File: src/rtl/wits_div.sv
// Restoring divider that produces one quotient bit per cycle.
module wits_div #(
  parameter int N = 58,
  parameter int D = 24
) (
  input  logic         clk,
  input  logic         rst_n,
  input  logic         start,
  input  logic [N-1:0] dividend,
  input  logic [D-1:0] divisor,
  output logic         done,
  output logic [N-1:0] quotient
);
  localparam int CW = $clog2(N + 1);

  logic [D-1:0]  rem_r, rem_nxt;
  logic [N-1:0]  quo_r, quo_nxt;
  logic [CW-1:0] cnt_r, cnt_nxt;
  logic          run_r, run_nxt;
  logic          done_r, done_nxt;
  logic [D:0]    trial;

  // One shift and trial subtract per cycle.
  always_comb begin
    rem_nxt  = rem_r;
    quo_nxt  = quo_r;
    cnt_nxt  = cnt_r;
    run_nxt  = run_r;
    done_nxt = 1'b0;
    trial    = {rem_r, quo_r[N-1]};
    if (start) begin
      rem_nxt = '0;
      quo_nxt = dividend;
      cnt_nxt = '0;
      run_nxt = 1'b1;
    end else if (run_r) begin
      if (trial >= {1'b0, divisor}) begin
        rem_nxt = D'(trial - {1'b0, divisor});
        quo_nxt = {quo_r[N-2:0], 1'b1};
      end else begin
        rem_nxt = trial[D-1:0];
        quo_nxt = {quo_r[N-2:0], 1'b0};
      end
      cnt_nxt = cnt_r + 1'b1;
      if (cnt_r == CW'(N - 1)) begin
        run_nxt  = 1'b0;
        done_nxt = 1'b1;
      end
    end
  end

  always_ff @(posedge clk) begin
    if (!rst_n) begin
      run_r  <= 1'b0;
      done_r <= 1'b0;
      cnt_r  <= '0;
    end else begin
      run_r  <= run_nxt;
      done_r <= done_nxt;
      cnt_r  <= cnt_nxt;
    end
    rem_r <= rem_nxt;
    quo_r <= quo_nxt;
  end

  assign done     = done_r;
  assign quotient = quo_r;

endmodule

File: config.mk
export PLATFORM = sky130hd
export DESIGN_NAME = wits_div
export DESIGN_NICKNAME = d
export VERILOG_FILES = /design/src/rtl/wits_div.sv
export SDC_FILE = /design/constraint.sdc
export NUM_CORES = 1
export LEC_CHECK = 0
export BUFFER_PORTS_ARGS = -buffer_cell sky130_fd_sc_hd__buf_4
export CORE_MARGIN = 5
export CORE_UTILIZATION = 31
export DETAILED_ROUTE_END_ITERATION = 10
export GPL_TIMING_DRIVEN = 0
export MAX_ROUTING_LAYER = met4
export PLACE_DENSITY_LB_ADDON = 0.08
export RECOVER_POWER = 50
export SETUP_SLACK_MARGIN = 0.4
export SLEW_MARGIN = 20
export SYNTH_ARGS = -nofsm -noshare
export SYNTH_HDL_FRONTEND = slang
export SYNTH_SLANG_ARGS = --single-unit
File: constraint.sdc
create_clock -name clk -period 3.9 [get_ports clk]
set_clock_uncertainty 0.1 [all_clocks]
set_input_delay 1.17 -clock clk [delete_from_list [all_inputs] [get_ports clk]]
set_output_delay 1.17 -clock clk [all_outputs]
set_load 0.01 [all_outputs]
# Word level (Yosys, flattened, before mapping)
# Index checks and enable logic that the tools add are counted.
# totals
regBits	90
latch_bits	0
mem_bits_rw	0
rom_bits	0
in_bits	85
out_inout_bits	59
wordCells	22
memories	0
# classes
n_addsub	2
mul	0
n_div	0
order_cmp	1
n_eq_ne	1
shifts	0
n_mux	8
bitwise_logic	2
reduce_logical	3
# op_table
operator	count
$mux W58	2
$ge A25 B24 Y1	1
$mux W24	1
$sub A24 B24 Y24	1
$add A6 B1 Y6 const B	1
$eq A6 B6 Y1 const B	1
$mux W1	5
$reduce_or A3 Y1	1
$not A1 Y1	2
$reduce_bool A2 Y1	1
$reduce_or A2 Y1	1

# Longest topological paths before layout
# logic_depth
word_depth	4
depth_mapped	13
mapped_depth_nobuf	11

# Least setup slack after synthesis
# Ideal clock, no wire load.
# synth_timing
kind	input-to-reg
startpoint	input port divisor[6]
endpoint	register quo_r[0] (netlist: quotient[0]) (data pin)
setup_ps	260
t_arrival_ps	3161
required_time_ps	3540
path_slack_ps	379
cell_stages	10
path_buffers	2
cell_sequence	inv_1 -> ha_1 -> a211oi_2 -> nor2_1 -> or4_1 -> o21ba_1 -> a41o_1 -> buf_6 -> buf_6 -> mux2_2
# synth_between
elab_chain_cells	4
# synth_rtl
element	line_no	source
start, declared	10	input logic [D-1:0] divisor,
$ge A25 B24 Y1	37	if (trial >= {1'b0, divisor}) begin
$mux W1	37	
$mux W58	36	end else if (run_r) begin
$mux W58	31	if (start) begin
via quo_nxt[0]	17	logic [N-1:0] quo_r, quo_nxt;
end signal, assigned	63	quo_r <= quo_nxt;
end, declared	17	
# The timed path passes the listed nets, and every way through them passes these cells. The select of a mux whose other input is x is not followed.
# A chain may end at the register's enable or synchronous reset.

# Worst setup path after layout
# layout_timing
startpoint	input port divisor[0]
endpoint	register rem_r[22]
# layout_between
elab_chain_cells	2
word_cells_on_any_way	3
classes_between	add/sub: 1; order compare: 1; mux: 1
# layout_rtl
element	line_no	source
$sub A24 B24 Y24 / $ge A25 B24 Y1 (equally long branches)	38, 37	
$mux W24 *	37	
end signal, assigned	62	rem_r <= rem_nxt;
end, declared	16	logic [D-1:0] rem_r, rem_nxt;
# Mark *: on every way between the ends. The rest lies on a longest branch, timed or not.

==> out/results.ini <==
[power_and_ir_drop]
comb_power_share = 0.232
ir_worst_vdd_v = 0.000236
power.share.sequential = 0.422
power_mw = 2.79
p_int_mw = 1.99
p_switching_mw = 0.796
power.density_nw_per_um2 = 417
power_switching_share = 0.285
p_leak_nw = 2.72
share_clk_of_total_power = 0.346

[setup_path]
crit_path_end_kind = flop
required_time_of_the_critical_path_ns = 4.06
timing.reg2reg.worst_path_depth = 11
critPathArrivalTime_ns = 3.58
setup.reg_to_reg.worst_slack_ns = 0.95
regToRegStartpoint = quotient[57]$_DFFE_PP_
worst-path-max-fanout = 3
criticalPathCategory = input port to flop
critPathLaunchType = input port
critical_path.slowest_cell = sky130_fd_sc_hd__fa_2
worst_r2r_endpoint = rem_r[22]$_SDFFE_PP0P_
worstSetupPathDepth = 11
list_of_cells_traversed_by_the_critical_path = buf_4 -> ha_1 -> fa_2 -> nand2b_1 -> a21oi_2 -> o31ai_2 -> and3_2 -> or2_2 -> o21bai_4 -> mux2_2 -> a31oi_1
cp_slowest_stage_delay_ns = 0.35
startpoint = divisor[0]
cp_top_family = simple AND/OR/NAND/NOR gates
cp_num_buf_inv = 1
endpoint = rem_r[22]$_SDFFE_PP0P_

[clock_network]
holdBufCountCts = 0
cts.sink_count = 90
cts_max_level = 3
cts_made_buffers = 9
clock_path_buffers = 2
clock_latency_ns = 0.34
cts_tree = built
post_cts_repair_timing_setup_buffer_count = 0
worst_setup_hold_path_clk_slew_ns = 0.07
cts-root-buf = sky130_fd_sc_hd__clkbuf_16

[sta]
clock.fmax_ghz = 0.293
worst_pin_slew_ns = 0.698
fin_ws_ns = 0.489
hold_slack_ns = 0.395
setup_viol = 0
slew_limit_headroom = 0.535
number_of_endpoints_with_negative_hold_slack_in_the_final_report = 0
finalCriticalPeriod_ns = 3.41
finalSetupTns_ns = 0
unrepaired_setup_endpoints_after_global_routing = no
fin_crit_sh = 0.875
maxSlewViolCount = 0

[synth]
ys_async_sr_fraction = 0
yosys_warnings = 0
synth_cells = 473
synth.avg_cell_area_um2 = 10.9
ys_ff_latch = 90
synth_sequential_area_ratio = 0.461
synthesis.nets = 585
synth-main-ff-cell = sky130_fd_sc_hd__edfxtp_1
cell_area_synth_um2 = 5170
post_synth_num_cell_types = 59
count_of_flip_flops_with_a_built_in_enable_after_synthesis = 58

[floorplanning]
std_cell_rows = 47
core_um2 = 16500
floorplan.die.width_um = 139
dieHeight_um = 139
boundaryPins = 144
die_area_um2 = 19400
start_util = 0.314

[grt]
vias_in_the_first_global_route = 4441
antenna_found_initial = 0
track_usage = 0.152
grt_max_degree = 34
global_route_wire_length_before_repair_um = 22900
grt_overflow = 0

[finish]
utilization = 0.406
layout-drive-gt1-share = 0.288
finish.net_count = 739
layout_common_cells = 84 x sky130_fd_sc_hd__buf_4, 70 x sky130_fd_sc_hd__clkbuf_1, 60 x sky130_fd_sc_hd__mux2_2, 58 x sky130_fd_sc_hd__edfxtp_1, 36 x sky130_fd_sc_hd__nor2_1
n_antenna_cell = 0
area_growth_syn_to_layout_pct = 29.5
mostFrequentLayoutCell = sky130_fd_sc_hd__buf_4

[route]
wl_per_cell_um = 17.0
ant_nets = 0
drt_wl_total_um = 14400
detailedRoute.firstPassIterationCount = 5
via_count = 4229
routed_via_density = 4.96
drtIter0Drc = 193
drc = 0

[flow_run]
max_cap_violations = 0

[min_path]
timing.hold.worst.class = flop to flop

[placed_design]
routabilityCongestion = 0.829
placement.setup.worst_slack_ns = -0.0725
place.detailed.hpwl_um = 10800
place.port_buffers = 142

[status]
outcome = complete, no violations

## synth_stat cells (7+ instances only)
cell,count,area (µm²)
sky130_fd_sc_hd__mux2i_1,9,90.1
sky130_fd_sc_hd__inv_1,32,120
sky130_fd_sc_hd__edfxtp_1,58,1740
sky130_fd_sc_hd__xnor2_1,10,87.6
sky130_fd_sc_hd__clkbuf_1,10,37.5
sky130_fd_sc_hd__o21ai_0,17,85.1
sky130_fd_sc_hd__xor2_1,12,105
sky130_fd_sc_hd__dfxtp_1,32,641
sky130_fd_sc_hd__a21oi_1,27,135
sky130_fd_sc_hd__a211oi_1,10,75.1
sky130_fd_sc_hd__mux2_2,60,676
sky130_fd_sc_hd__nor2_1,36,135
sky130_fd_sc_hd__nand3_1,8,40.0
sky130_fd_sc_hd__nand2_1,22,82.6
sky130_fd_sc_hd__a21o_1,7,52.6
sky130_fd_sc_hd__ha_1,26,325
## routing by layer
metal	part of all wire	global-route usage
met2	0.48	0.245
met1	0.45	0.193
met3	0.053	0.0314
met4	0.0091	0.0433
met5	0	-
## state kept, by name, indices dropped and copies added (netlist names)
signal,count
quotient,58
rem_r,24
cnt_r,6
done,1
run_r,1
## cell type report
cell class              instances  area (µm²)
clock inverters                 6        96.3
repair buffers                143         865
fillers                      1727        9780
clock buffers                  10         229
flip-flops and latches         90        2380
well taps                     220         275
multi-input cells             332        2620
plain buffers                  18        93.8
inverters                      33         126
## tightest hold or removal path, stage by stage (launching register included)
cell and delay, ns:
sky130_fd_sc_hd__dfxtp_1 0.32, sky130_fd_sc_hd__o21ai_0 0.07, sky130_fd_sc_hd__a21oi_1 0.06
## kinds of logic after synthesis
family / share of synthesized area
xor+xnor: 0.0373
simple gates: 0.101
mux: 0.154
compound gates: 0.138
buf+inv: 0.0416
fa+ha+maj: 0.0668
flops: 0.461
## metrics by stage
stage / cells / instance area (µm²)
3_5_place_dp: 836 / 6540
4_1_cts: 852 / 6880
6_report: 852 / 6690
5_1_grt: 852 / 6690
3_3_place_gp: 835 / 6520
2_1_floorplan: 473 / 5180
## how the worst min path moves through the flow
stage | from | to | cells past startpoint
floorplan | cnt_r[5]$_SDFFE_PP0P_ | cnt_r[5]$_SDFFE_PP0P_ | 2
global placement | cnt_r[5]$_SDFFE_PP0P_ | cnt_r[5]$_SDFFE_PP0P_ | 2
detailed placement | cnt_r[5]$_SDFFE_PP0P_ | cnt_r[5]$_SDFFE_PP0P_ | 2
CTS | cnt_r[5]$_SDFFE_PP0P_ | cnt_r[5]$_SDFFE_PP0P_ | 2
global route | cnt_r[5]$_SDFFE_PP0P_ | cnt_r[5]$_SDFFE_PP0P_ | 2
finish | cnt_r[5]$_SDFFE_PP0P_ | cnt_r[5]$_SDFFE_PP0P_ | 2
## power groups by stage
stage / Sequential (mW) / Combinational [mW] / Clock, mW
after floorplan: 1.22 / 0.386 / 0
after global placement: 1.20 / 0.685 / 0
after detailed placement: 1.20 / 0.693 / 0
after CTS: 1.18 / 0.698 / 1.01
after global routing: 1.19 / 0.712 / 1.04
final: 1.17 / 0.648 / 0.965
## repair_timing
item / 4_1_cts / 5_1_grt
gates resized for setup: 2 / 9
pin swaps: 1 / 1
endpoints found under the setup margin: 1 / 18
(Power assumes the default switching activity.)
