===== src/rtl/wits_pkg.sv =====
// Shared types, constants and helpers of the waypoint interpolator.
package wits_pkg;

  // Field and datapath widths.
  localparam int POS_W     = 32;
  localparam int DELTA_W   = 33;
  localparam int STEP_W    = 24;
  localparam int EFF_W     = 25;
  localparam int TOT_W     = 26;
  localparam int K_W       = 5;
  localparam int MS_W      = 31;
  localparam int CFG_W     = 31;
  localparam int TAP_W     = K_W + 1;
  localparam int KSQ_W     = 2 * K_W;
  localparam int PROD_W    = DELTA_W + EFF_W;
  localparam int ACC_W     = 44;
  localparam int WIDE_W    = 64;
  localparam int MC_W      = $clog2(EFF_W);
  localparam int TDVD_W    = DELTA_W + 1;
  localparam int CNT_OUT_W = 5;
  localparam int NUM_POS   = 6;

  // Default geometry.
  localparam int DEF_JOINTS      = 6;
  localparam int DEF_QUEUE_DEPTH = 16;
  localparam int DEF_MAX_WINDOW  = 32;

  localparam logic [STEP_W-1:0] STEP_SAT = 24'hFF_FFFF;
  localparam logic signed [WIDE_W-1:0] POS_MAX = 64'sh0000_0000_7FFF_FFFF;
  localparam logic signed [WIDE_W-1:0] POS_MIN = -64'sh0000_0000_8000_0000;

  typedef enum logic [1:0] {
    OP_TICK   = 2'd0,
    OP_PUSH   = 2'd1,
    OP_SETPOS = 2'd2,
    OP_CLEAR  = 2'd3
  } opcode_t;

  typedef enum logic [0:0] {
    CFG_HALF_LEN = 1'b0,
    CFG_MAX_STEP = 1'b1
  } cfg_idx_t;

  typedef enum logic [2:0] {
    LOP_NONE,
    LOP_SETPOS,
    LOP_CLEAR,
    LOP_DELTA,
    LOP_PREFILL,
    LOP_STEP,
    LOP_FINISH
  } lane_op_t;

  typedef enum logic [2:0] {
    L_IDLE,
    L_MUL,
    L_D1GO,
    L_DIV1,
    L_MAC,
    L_D2GO,
    L_DIV2
  } lane_st_t;

  typedef enum logic [2:0] {
    T_IDLE,
    T_DELTA,
    T_DIVS,
    T_DIVW,
    T_STEP,
    T_WAIT,
    T_EMIT
  } top_st_t;

  // Command from the sequencer to every lane.
  typedef struct packed {
    lane_op_t          op;
    logic [EFF_W-1:0]  n;
    logic              linear;
    logic [STEP_W-1:0] steps;
    logic [K_W-1:0]    k;
  } lane_ctrl_t;

  // Status returned by one lane.
  typedef struct packed {
    logic                    done;
    logic signed [POS_W-1:0] start;
    logic [DELTA_W-1:0]      absd;
    logic signed [POS_W-1:0] cmd;
  } lane_stat_t;

  // Saturate a wide signed value to a signed 32-bit position.
  function automatic logic signed [POS_W-1:0] sat32(input logic signed [WIDE_W-1:0] v);
    if (v > POS_MAX) begin
      return 32'sh7FFF_FFFF;
    end else if (v < POS_MIN) begin
      return 32'sh8000_0000;
    end else begin
      return signed'(v[POS_W-1:0]);
    end
  endfunction

endpackage


===== src/rtl/wits_div.sv =====
// Restoring divider that produces one quotient bit per cycle.
module wits_div #(
  parameter int N = 58,
  parameter int D = 24
) (
  input  logic         clk,
  input  logic         rst_n,
  input  logic         start,
  input  logic [N-1:0] dividend,
  input  logic [D-1:0] divisor,
  output logic         done,
  output logic [N-1:0] quotient
);
  localparam int CW = $clog2(N + 1);

  logic [D-1:0]  rem_r, rem_nxt;
  logic [N-1:0]  quo_r, quo_nxt;
  logic [CW-1:0] cnt_r, cnt_nxt;
  logic          run_r, run_nxt;
  logic          done_r, done_nxt;
  logic [D:0]    trial;

  // One shift and trial subtract per cycle.
  always_comb begin
    rem_nxt  = rem_r;
    quo_nxt  = quo_r;
    cnt_nxt  = cnt_r;
    run_nxt  = run_r;
    done_nxt = 1'b0;
    trial    = {rem_r, quo_r[N-1]};
    if (start) begin
      rem_nxt = '0;
      quo_nxt = dividend;
      cnt_nxt = '0;
      run_nxt = 1'b1;
    end else if (run_r) begin
      if (trial >= {1'b0, divisor}) begin
        rem_nxt = D'(trial - {1'b0, divisor});
        quo_nxt = {quo_r[N-2:0], 1'b1};
      end else begin
        rem_nxt = trial[D-1:0];
        quo_nxt = {quo_r[N-2:0], 1'b0};
      end
      cnt_nxt = cnt_r + 1'b1;
      if (cnt_r == CW'(N - 1)) begin
        run_nxt  = 1'b0;
        done_nxt = 1'b1;
      end
    end
  end

  always_ff @(posedge clk) begin
    if (!rst_n) begin
      run_r  <= 1'b0;
      done_r <= 1'b0;
      cnt_r  <= '0;
    end else begin
      run_r  <= run_nxt;
      done_r <= done_nxt;
      cnt_r  <= cnt_nxt;
    end
    rem_r <= rem_nxt;
    quo_r <= quo_nxt;
  end

  assign done     = done_r;
  assign quotient = quo_r;

endmodule


===== src/rtl/wits_lane.sv =====
// One joint lane: segment state, sample window, interpolation and weighted sum.
module wits_lane #(
  parameter int MAX_WINDOW = wits_pkg::DEF_MAX_WINDOW
) (
  input  logic                             clk,
  input  logic                             rst_n,
  input  wits_pkg::lane_ctrl_t             ctrl,
  input  logic signed [wits_pkg::POS_W-1:0] pos,
  output wits_pkg::lane_stat_t             stat
);
  import wits_pkg::*;

  localparam int IDX_W = (MAX_WINDOW > 1) ? $clog2(MAX_WINDOW) : 1;

  logic signed [POS_W-1:0]   win_r [MAX_WINDOW];
  logic signed [POS_W-1:0]   win_nxt [MAX_WINDOW];
  logic signed [POS_W-1:0]   start_r, start_nxt;
  logic signed [DELTA_W-1:0] delta_r, delta_nxt;
  logic [DELTA_W-1:0]        absd_r, absd_nxt;
  logic signed [POS_W-1:0]   cmd_r, cmd_nxt;
  logic                      done_r, done_nxt;
  lane_st_t                  st_r, st_nxt;
  logic [PROD_W-1:0]         mcand_r, mcand_nxt;
  logic [EFF_W-1:0]          mpl_r, mpl_nxt;
  logic [PROD_W-1:0]         prod_r, prod_nxt;
  logic [MC_W-1:0]           mcnt_r, mcnt_nxt;
  logic [TAP_W-1:0]          tap_r, tap_nxt;
  logic signed [ACC_W-1:0]   acc_r, acc_nxt;
  logic                      neg_r, neg_nxt;

  logic [TAP_W-1:0]          m_w, t1, mt, w;
  logic [KSQ_W-1:0]          ksq;
  logic [IDX_W-1:0]          idx;
  logic signed [POS_W-1:0]   samp;
  logic signed [POS_W+TAP_W:0] mac_p;
  logic [ACC_W-1:0]          acc_abs;
  logic signed [DELTA_W-1:0] d_v;
  logic signed [WIDE_W-1:0]  qs_v;
  logic                      shift_en, fill_en;
  logic signed [POS_W-1:0]   shift_val, fill_val;

  logic                      div_start, div_done;
  logic [PROD_W-1:0]         div_dvd, div_q;
  logic [STEP_W-1:0]         div_dvs;

  // Tap address and triangular weight of the current tap.
  always_comb begin
    m_w     = TAP_W'({ctrl.k, 1'b0}) - 1'b1;
    ksq     = KSQ_W'(ctrl.k) * KSQ_W'(ctrl.k);
    idx     = IDX_W'(MAX_WINDOW - int'(m_w) + int'(tap_r));
    t1      = tap_r + 1'b1;
    mt      = m_w - tap_r;
    w       = (t1 < mt) ? t1 : mt;
    samp    = win_r[idx];
    mac_p   = samp * signed'({1'b0, w});
    acc_abs = acc_r[ACC_W-1] ? ACC_W'(-acc_r) : ACC_W'(acc_r);
  end

  // The shared divider serves the sample quotient and the final scaling.
  // The divisor must stay put for the whole division.
  assign div_dvd = (st_r == L_D1GO) ? prod_r : PROD_W'(acc_abs);
  assign div_dvs = ((st_r == L_D1GO) || (st_r == L_DIV1)) ? ctrl.steps : STEP_W'(ksq);

  wits_div #(.N(PROD_W), .D(STEP_W)) u_div (
    .clk      (clk),
    .rst_n    (rst_n),
    .start    (div_start),
    .dividend (div_dvd),
    .divisor  (div_dvs),
    .done     (div_done),
    .quotient (div_q)
  );

  // Lane sequencer.
  always_comb begin
    start_nxt = start_r;
    delta_nxt = delta_r;
    absd_nxt  = absd_r;
    cmd_nxt   = cmd_r;
    done_nxt  = 1'b0;
    st_nxt    = st_r;
    mcand_nxt = mcand_r;
    mpl_nxt   = mpl_r;
    prod_nxt  = prod_r;
    mcnt_nxt  = mcnt_r;
    tap_nxt   = tap_r;
    acc_nxt   = acc_r;
    neg_nxt   = neg_r;
    div_start = 1'b0;
    shift_en  = 1'b0;
    shift_val = '0;
    fill_en   = 1'b0;
    fill_val  = '0;
    d_v       = DELTA_W'(pos) - DELTA_W'(start_r);
    qs_v      = '0;
    case (st_r)
      L_IDLE: begin
        case (ctrl.op)
          LOP_SETPOS: begin
            start_nxt = pos;
            fill_en   = 1'b1;
            fill_val  = pos;
          end
          LOP_CLEAR: begin
            start_nxt = '0;
            delta_nxt = '0;
            absd_nxt  = '0;
            fill_en   = 1'b1;
            fill_val  = '0;
          end
          LOP_DELTA: begin
            delta_nxt = d_v;
            absd_nxt  = d_v[DELTA_W-1] ? DELTA_W'(-d_v) : DELTA_W'(d_v);
          end
          LOP_PREFILL: begin
            fill_en  = 1'b1;
            fill_val = start_r;
          end
          LOP_FINISH: begin
            start_nxt = sat32(WIDE_W'(start_r) + WIDE_W'(delta_r));
          end
          LOP_STEP: begin
            neg_nxt = delta_r[DELTA_W-1];
            if (ctrl.linear) begin
              mcand_nxt = PROD_W'(absd_r);
              mpl_nxt   = ctrl.n;
              prod_nxt  = '0;
              mcnt_nxt  = '0;
              st_nxt    = L_MUL;
            end else begin
              shift_en  = 1'b1;
              shift_val = sat32(WIDE_W'(start_r) + WIDE_W'(delta_r));
              tap_nxt   = '0;
              acc_nxt   = '0;
              st_nxt    = L_MAC;
            end
          end
          default: begin
          end
        endcase
      end
      // Shift-and-add product of the delta magnitude and the step number.
      L_MUL: begin
        if (mpl_r[0]) begin
          prod_nxt = prod_r + mcand_r;
        end
        mcand_nxt = {mcand_r[PROD_W-2:0], 1'b0};
        mpl_nxt   = {1'b0, mpl_r[EFF_W-1:1]};
        mcnt_nxt  = mcnt_r + 1'b1;
        if (mcnt_r == MC_W'(EFF_W - 1)) begin
          st_nxt = L_D1GO;
        end
      end
      L_D1GO: begin
        div_start = 1'b1;
        st_nxt    = L_DIV1;
      end
      // The quotient with the delta's sign gives the new sample.
      L_DIV1: begin
        if (div_done) begin
          qs_v      = neg_r ? -signed'(WIDE_W'(div_q)) : signed'(WIDE_W'(div_q));
          shift_en  = 1'b1;
          shift_val = sat32(WIDE_W'(start_r) + qs_v);
          tap_nxt   = '0;
          acc_nxt   = '0;
          st_nxt    = L_MAC;
        end
      end
      // One weighted tap per cycle.
      L_MAC: begin
        acc_nxt = acc_r + ACC_W'(mac_p);
        tap_nxt = tap_r + 1'b1;
        if (tap_r == m_w - 1'b1) begin
          st_nxt = L_D2GO;
        end
      end
      L_D2GO: begin
        div_start = 1'b1;
        neg_nxt   = acc_r[ACC_W-1];
        st_nxt    = L_DIV2;
      end
      // Scale by k squared, truncating toward zero.
      L_DIV2: begin
        if (div_done) begin
          qs_v     = neg_r ? -signed'(WIDE_W'(div_q)) : signed'(WIDE_W'(div_q));
          cmd_nxt  = sat32(qs_v);
          done_nxt = 1'b1;
          st_nxt   = L_IDLE;
        end
      end
      default: begin
        st_nxt = L_IDLE;
      end
    endcase
  end

  // Window update: whole fill or one-sample shift.
  always_comb begin
    for (int i = 0; i < MAX_WINDOW; i++) begin
      win_nxt[i] = win_r[i];
    end
    if (fill_en) begin
      for (int i = 0; i < MAX_WINDOW; i++) begin
        win_nxt[i] = fill_val;
      end
    end else if (shift_en) begin
      for (int i = 0; i < MAX_WINDOW - 1; i++) begin
        win_nxt[i] = win_r[i + 1];
      end
      win_nxt[MAX_WINDOW-1] = shift_val;
    end
  end

  always_ff @(posedge clk) begin
    if (!rst_n) begin
      st_r    <= L_IDLE;
      done_r  <= 1'b0;
      start_r <= '0;
      delta_r <= '0;
      absd_r  <= '0;
      for (int i = 0; i < MAX_WINDOW; i++) begin
        win_r[i] <= '0;
      end
    end else begin
      st_r    <= st_nxt;
      done_r  <= done_nxt;
      start_r <= start_nxt;
      delta_r <= delta_nxt;
      absd_r  <= absd_nxt;
      for (int i = 0; i < MAX_WINDOW; i++) begin
        win_r[i] <= win_nxt[i];
      end
    end
    cmd_r   <= cmd_nxt;
    mcand_r <= mcand_nxt;
    mpl_r   <= mpl_nxt;
    prod_r  <= prod_nxt;
    mcnt_r  <= mcnt_nxt;
    tap_r   <= tap_nxt;
    acc_r   <= acc_nxt;
    neg_r   <= neg_nxt;
  end

  assign stat.done  = done_r;
  assign stat.start = start_r;
  assign stat.absd  = absd_r;
  assign stat.cmd   = cmd_r;

endmodule


===== config.mk =====
export PLATFORM = sky130hd
export DESIGN_NAME = wits_lane
export DESIGN_NICKNAME = d
export VERILOG_FILES = /design/src/rtl/wits_pkg.sv /design/src/rtl/wits_div.sv /design/src/rtl/wits_lane.sv
export SDC_FILE = /design/constraint.sdc
export NUM_CORES = 2
export LEC_CHECK = 0
export ABC_CLOCK_PERIOD_IN_PS = 19400
export BUFFER_PORTS_ARGS = -buffer_cell sky130_fd_sc_hd__buf_2
export CAP_MARGIN = 20
export CELL_PAD_IN_SITES_DETAIL_PLACEMENT = 1
export CELL_PAD_IN_SITES_GLOBAL_PLACEMENT = 2
export CORE_MARGIN = 2
export CORE_UTILIZATION = 44
export CTS_CLUSTER_DIAMETER = 50
export DETAILED_ROUTE_END_ITERATION = 16
export PLACE_DENSITY_LB_ADDON = 0.3
export SLEW_MARGIN = 20
export SYNTH_ARGS = -nofsm -noshare
export SYNTH_HDL_FRONTEND = slang
export SYNTH_SLANG_ARGS = --single-unit

===== constraint.sdc =====
create_clock -name clk -period 19.4 [get_ports clk]
set_input_delay 3.88 -clock clk [delete_from_list [all_inputs] [get_ports clk]]
set_output_delay 3.88 -clock clk [all_outputs]
set_load 0.03 [all_outputs]

After elaboration in Yosys (flattened, before gate mapping) --
Memories as Yosys holds them, arrays and structs flattened. Index checks and enable logic that the tools add are counted.
Word-level totals: memories 1, word-level logic and storage cells 227, input bits 92, bits in registers 421, output and inout port bits 98, RAM bits 1024
Cells by class: bitwise gates (word level) 34, equality and inequality tests 24, add/subtract/negate cells 17, magnitude comparators 8, mux-type cells 101, reductions and logical operators 22, multiply operators 2
Memories:
- win_r | depth 32, width 32, rd ports 32, clocked after memory_dff 0, write ports 32, RTL line wits_lane.sv:15 | logic signed [POS_W-1:0] win_r [MAX_WINDOW];
Operators with widths (number):
- 1024-bit two-way mux | 2
- 32-bit two-way mux | 41
- 58-bit two-way mux | 8
- 58-bit one-hot mux with 2 select lines | 2
- 44-bit two-way mux | 4
- 33-bit one-hot mux with 2 select lines | 2
- 44-bit one-hot mux with 3 select lines | 1
- 64-bit by 32-bit greater-than comparator with 1-bit output (second input constant) | 2
- 64-bit by 32-bit less-than comparator with 1-bit output (second input constant) | 2
- 32-bit one-hot mux with 2 select lines | 2
- 32-bit one-hot mux with 3 select lines | 1
- 32-bit by 64-bit adder with 64-bit output | 1
- 64-bit two-way mux | 1
- 58-bit negator with 64-bit output | 1
- 58-bit adder | 1
- 25-bit two-way mux | 2
- 25-bit one-hot mux with 2 select lines | 1
- 24-bit two-way mux | 2
- 44-bit by 39-bit adder with 44-bit output | 1
- 44-bit negator | 1
- 32-bit by 7-bit multiplier with 39-bit output | 1
- 32-bit by 33-bit adder with 34-bit output | 1
- 34-bit by 32-bit greater-than comparator with 1-bit output (second input constant) | 1
- 34-bit by 32-bit less-than comparator with 1-bit output (second input constant) | 1
- 41 further kinds | 126

Logic depth before layout (Yosys ltp) --
depth in word-level cells 11, mapped depth 40, gate-level depth less buffers 37

By module --
From an unflattened synthesis, not the netlist that was laid out.
Second synthesis, totals: cell total of the unflattened synthesis 10025, area, all modules 86927.1 um2
By module, submodules not included:
- wits_lane | instances 1, area an instance 81799.7 um2, cells an instance 9556
- wits_div | instances 1, area an instance 5127.4 um2, cells an instance 469

Least setup slack after synthesis --
No wires, ideal clock.
path kind input port to flip-flop, start input ctrl[0] in the netlist's numbering, end register acc_r[40], data pin, path buffers 2, stages on the path 29, setup time 0.266 ns, data arrival time 11.717 ns, slack 7.417 ns, cells stage by stage inv_1 > ha_1 > inv_1 > ha_1 > clkbuf_1 > xnor2_1 > clkbuf_1 > mux4_2 > mux2i_1 > nor2_1 > fa_1 > fa_1 > inv_1 > fa_1 > fa_1 > inv_1 > ha_1 > o21a_1 > o31a_1 > o221a_2 > o211ai_1 > nand3_1 > o31ai_1 > a211oi_1 > nor4_1 > o31ai_1 > o41ai_1 > xor2_1 > nor2_1
On the way: word-level cells in the longest chain between the ends 7
RTL lines:
- from (decl) | RTL line wits_lane.sv:7 | input wits_pkg::lane_ctrl_t ctrl,
- 6-bit by 1-bit subtractor with 6-bit output * | RTL line wits_lane.sv:48 | m_w = TAP_W'({ctrl.k, 1'b0}) - 1'b1;
- 1-bit by 5-bit subtractor with 5-bit output / 6-bit subtractor (equally long branches) | RTL line wits_lane.sv:50, wits_lane.sv:52
- 5-bit adder / 6-bit less-than comparator (equally long branches) | RTL line wits_lane.sv:50, wits_lane.sv:53
- memory read 32 x 32 bit / 6-bit two-way mux (equally long branches)
- 32-bit by 7-bit multiplier with 39-bit output * | RTL line wits_lane.sv:55 | mac_p = samp * signed'({1'b0, w});
- 44-bit by 39-bit adder with 44-bit output * | RTL line wits_lane.sv:171 | acc_nxt = acc_r + ACC_W'(mac_p);
- 44-bit one-hot mux with 3 select lines * | RTL line wits_lane.sv:96 | case (st_r)
- to (signal assigned) | RTL line wits_lane.sv:240 | acc_r <= acc_nxt;
- to (decl) | RTL line wits_lane.sv:28 | logic signed [ACC_W-1:0] acc_r, acc_nxt;
Mark *: on every way between the ends. The rest lies on a longest branch, timed or not. A chain may end at the register's enable or synchronous reset.

Final worst setup path --
start input ctrl[0] in the netlist's numbering, end register acc_r[41], data pin
The elaborated chain is that of the path after synthesis.

==> flow_summary.ini <==
[worst_hold_path]
whs_path_depth = 2
min_path_type = reg -> reg
min_from = delta_r[2]
hold_end = delta_r[2]

[worst_setup_path]
reg2reg_depth = 26
r2r-end = acc_r[41]
startpoint_type = input pin
cp_data_required_time_ps = 20050
cp.arrival_ps = 14160
endpoint_kind = register
critPathKind = in -> reg
regToRegStartpoint = tap_r[1]
crit_fanout = 51
reg2reg_slack_ps = 8560

[global_routing]
grt_pass1_vias = 79510
grt_max_degree = 235
antenna_found_initial = 5
grt_overflow = 0
track_usage_pct = 29.18
grt_pass1_wl_um = 476400

[place]
dpl_worst_slack_ps = 5113
hpwl_um = 209200
gp_congestion = 0.9638
numPortBuffers = 189

[sta]
rsz0062_at_grt = false
slew_headroom_pct = 13.48
clock-skew-final_ps = 69.54
setup_slack_ps = 5892
fin_crit_sh_pct = 69.63
tightestPinTransition_ps = 1298
setup_viol = 0
slew_viol_final = 0
fmaxAchievable_mhz = 74.03
hold_slack_ps = 460.1
setup_tns_ps = 0
finalHoldViolations = 0
finalCriticalPeriod_ps = 13510

[yosys]
syn_inst = 10120
synth-main-ff-cell = dfxtp_1
avgSynthCellArea_sq_um = 8.798
ys_types = 93
synth_edf_count = 319
yosysSeqAreaShare_pct = 36.05
synth_area_sq_um = 89040
ys_ff_latch = 1444
yosysWarnings = 0
synth_nets = 10730
async_flop_share_pct = 0

[clock_network]
cts_sinks = 1444
cts-root-buf = clkbuf_16
clock_latency_ps = 870
path_clk_slew_ps = 60
tritoncts = built
h-tree-depth = 4
cts_setup_buffers = 0
ctsHoldBuffers = 0
cts_made_buffers = 197
cts_resized = 0
clockBufferDepth = 3

[route]
avgViaCountPerCell = 6.164
drc = 0
wirelength_um = 306700
first_pass_iters = 6
ant_nets = 0
dr.first_iter.drc_count = 6442
routedWlPerCell_um = 24.21
num_vias = 78100

[finish]
syn2layout_area_growth_pct = 10.74
final_common_cell = nor2_1
fillers = 22990
num-nets-final = 10430
drive_above_1_share_pct = 11.43
final_cell_mix = nor2_1, dfxtp_1, nor3_1
utilization_pct = 48.89

[power]
vdd_drop_max_mv = 0.1166
p_leak_nw = 37.77
power_density_nw_per_um2 = 137.6

[floorplan]
pin_count = 190
die_area_sq_um = 206000
die_width_um = 453.8
start_util_pct = 44.14
die_h_um = 453.8
coreArea_sq_um = 201700
std_cell_rows = 165

[run]
max-cap-violations = 0

[run_status]
status = completed
[worst max-delay path by stage]
stage,endpoint,start,slack (ps)
finish,acc_r[41],ctrl[0],5890
floorplan,acc_r[40],ctrl[0],7420
detailed placement,acc_r[41],ctrl[0],5110
global placement,acc_r[41],ctrl[0],5310
CTS,acc_r[41],ctrl[0],5890
global route,acc_r[41],ctrl[0],5330
[layer usage]
layer | GRT usage, % | vias up | share of wire (%)
met5 | 0 | - | 0
met4 | 8.871 | 0 | 3.1
li1 | - | 36170 | -
met2 | 47.25 | 1792 | 47
met1 | 40.39 | 39680 | 45
met3 | 4.047 | 458 | 5.2
[registers in the layout (all words and copies together) (netlist names), 3 cells and up]
name and count:
u_div.cnt_r 6, acc_r 44, mpl_r 25, delta_r 33, cmd_r 32, tap_r 6, prod_r 58, start_r 32
u_div.rem_r 24, absd_r 32, win_r 1024, mcnt_r 5, mcand_r 58, u_div.quotient 58, st_r 3
[worst max-delay path, cell delays in order]
cell       delay [ps]
buf_2             160
fa_4             1190
buf_4             740
buf_4             790
mux4_2            400
mux4_2            520
mux2_2            350
nand2_1           110
fa_1              420
inv_1              80
fa_1              440
fa_1              540
inv_1              50
fa_1              530
inv_1              40
ha_1              240
a2111oi_0         760
o2111ai_1         320
a41oi_1           430
o21ai_0           320
o211ai_1          380
nand2_1            80
o22ai_1           440
o21ai_0           240
a21o_1            230
a21oi_1           180
mux2i_1           200
[cells by family (layout without fill, tap and decap cells)]
logic type	Yosys count	count (layout)	share of synthesized area [%]
AO/OA/AOI/OAI	2471	2471	18.66
XOR/XNOR	342	342	3.373
adder cells (fa/ha/maj)	521	521	8.932
buffers and inverters	1297	1170	5.503
flip-flops	1444	1444	36.05
multiplexers	413	413	9.178
other	0	5	0
AND/OR/NAND/NOR	3632	3632	18.30
[cell usage after synthesis (50+ instances only)]
library cell	count	area [sq um]
a21oi_1	503	2517
clkbuf_1	774	2905
or3_1	50	312.8
mux2i_1	66	660.6
a211oi_1	981	7365
nand3_1	95	475.5
nor3_1	1017	5090
a22oi_1	53	397.9
nor2_1	1502	5638
xor2_1	160	1401
fa_1	191	3824
ha_1	330	4129
inv_1	464	1742
mux4_2	320	7207
nand2_1	582	2185
nand4_1	52	325.3
and3_1	59	369.1
nor2b_1	54	337.8
dfxtp_1	1125	22520
edfxtp_1	319	9579
xnor2_1	181	1585
a21o_1	116	870.8
o21ai_0	384	1922
[report_power, final]
part / internal (mW) / switching [mW] / leakage, nW
logic: 2.33 / 3.60 / 22.1
registers: 3.49 / 0.361 / 12.3
clock network: 2.26 / 1.53 / 3.37
[metrics by stage]
stage / cell area, sq um / instances / power, mW
after floorplan: 89040 / 10120 / 8.196
after global placement: 91650 / 12290 / 9.589
after detailed placement: 91650 / 12290 / 9.787
after CTS: 98540 / 12660 / 13.65
after global routing: 98590 / 12670 / 14.53
final: 98600 / 12670 / 13.56
[layout make-up]
class	instances	area, sq um	share of cell area [%]
Clock inverter	105	1321	1.340
Clock buffer	267	5569	5.648
Multi-Input combinational cell	7379	52300	53.05
Inverter	466	1757	1.782
Sequential cell	1444	32100	32.56
Tap cell	2672	3343	3.391
Antenna cell	5	12.51	0.01269
Timing Repair Buffer	332	2192	2.223
Power figures use the tool's default switching activity.
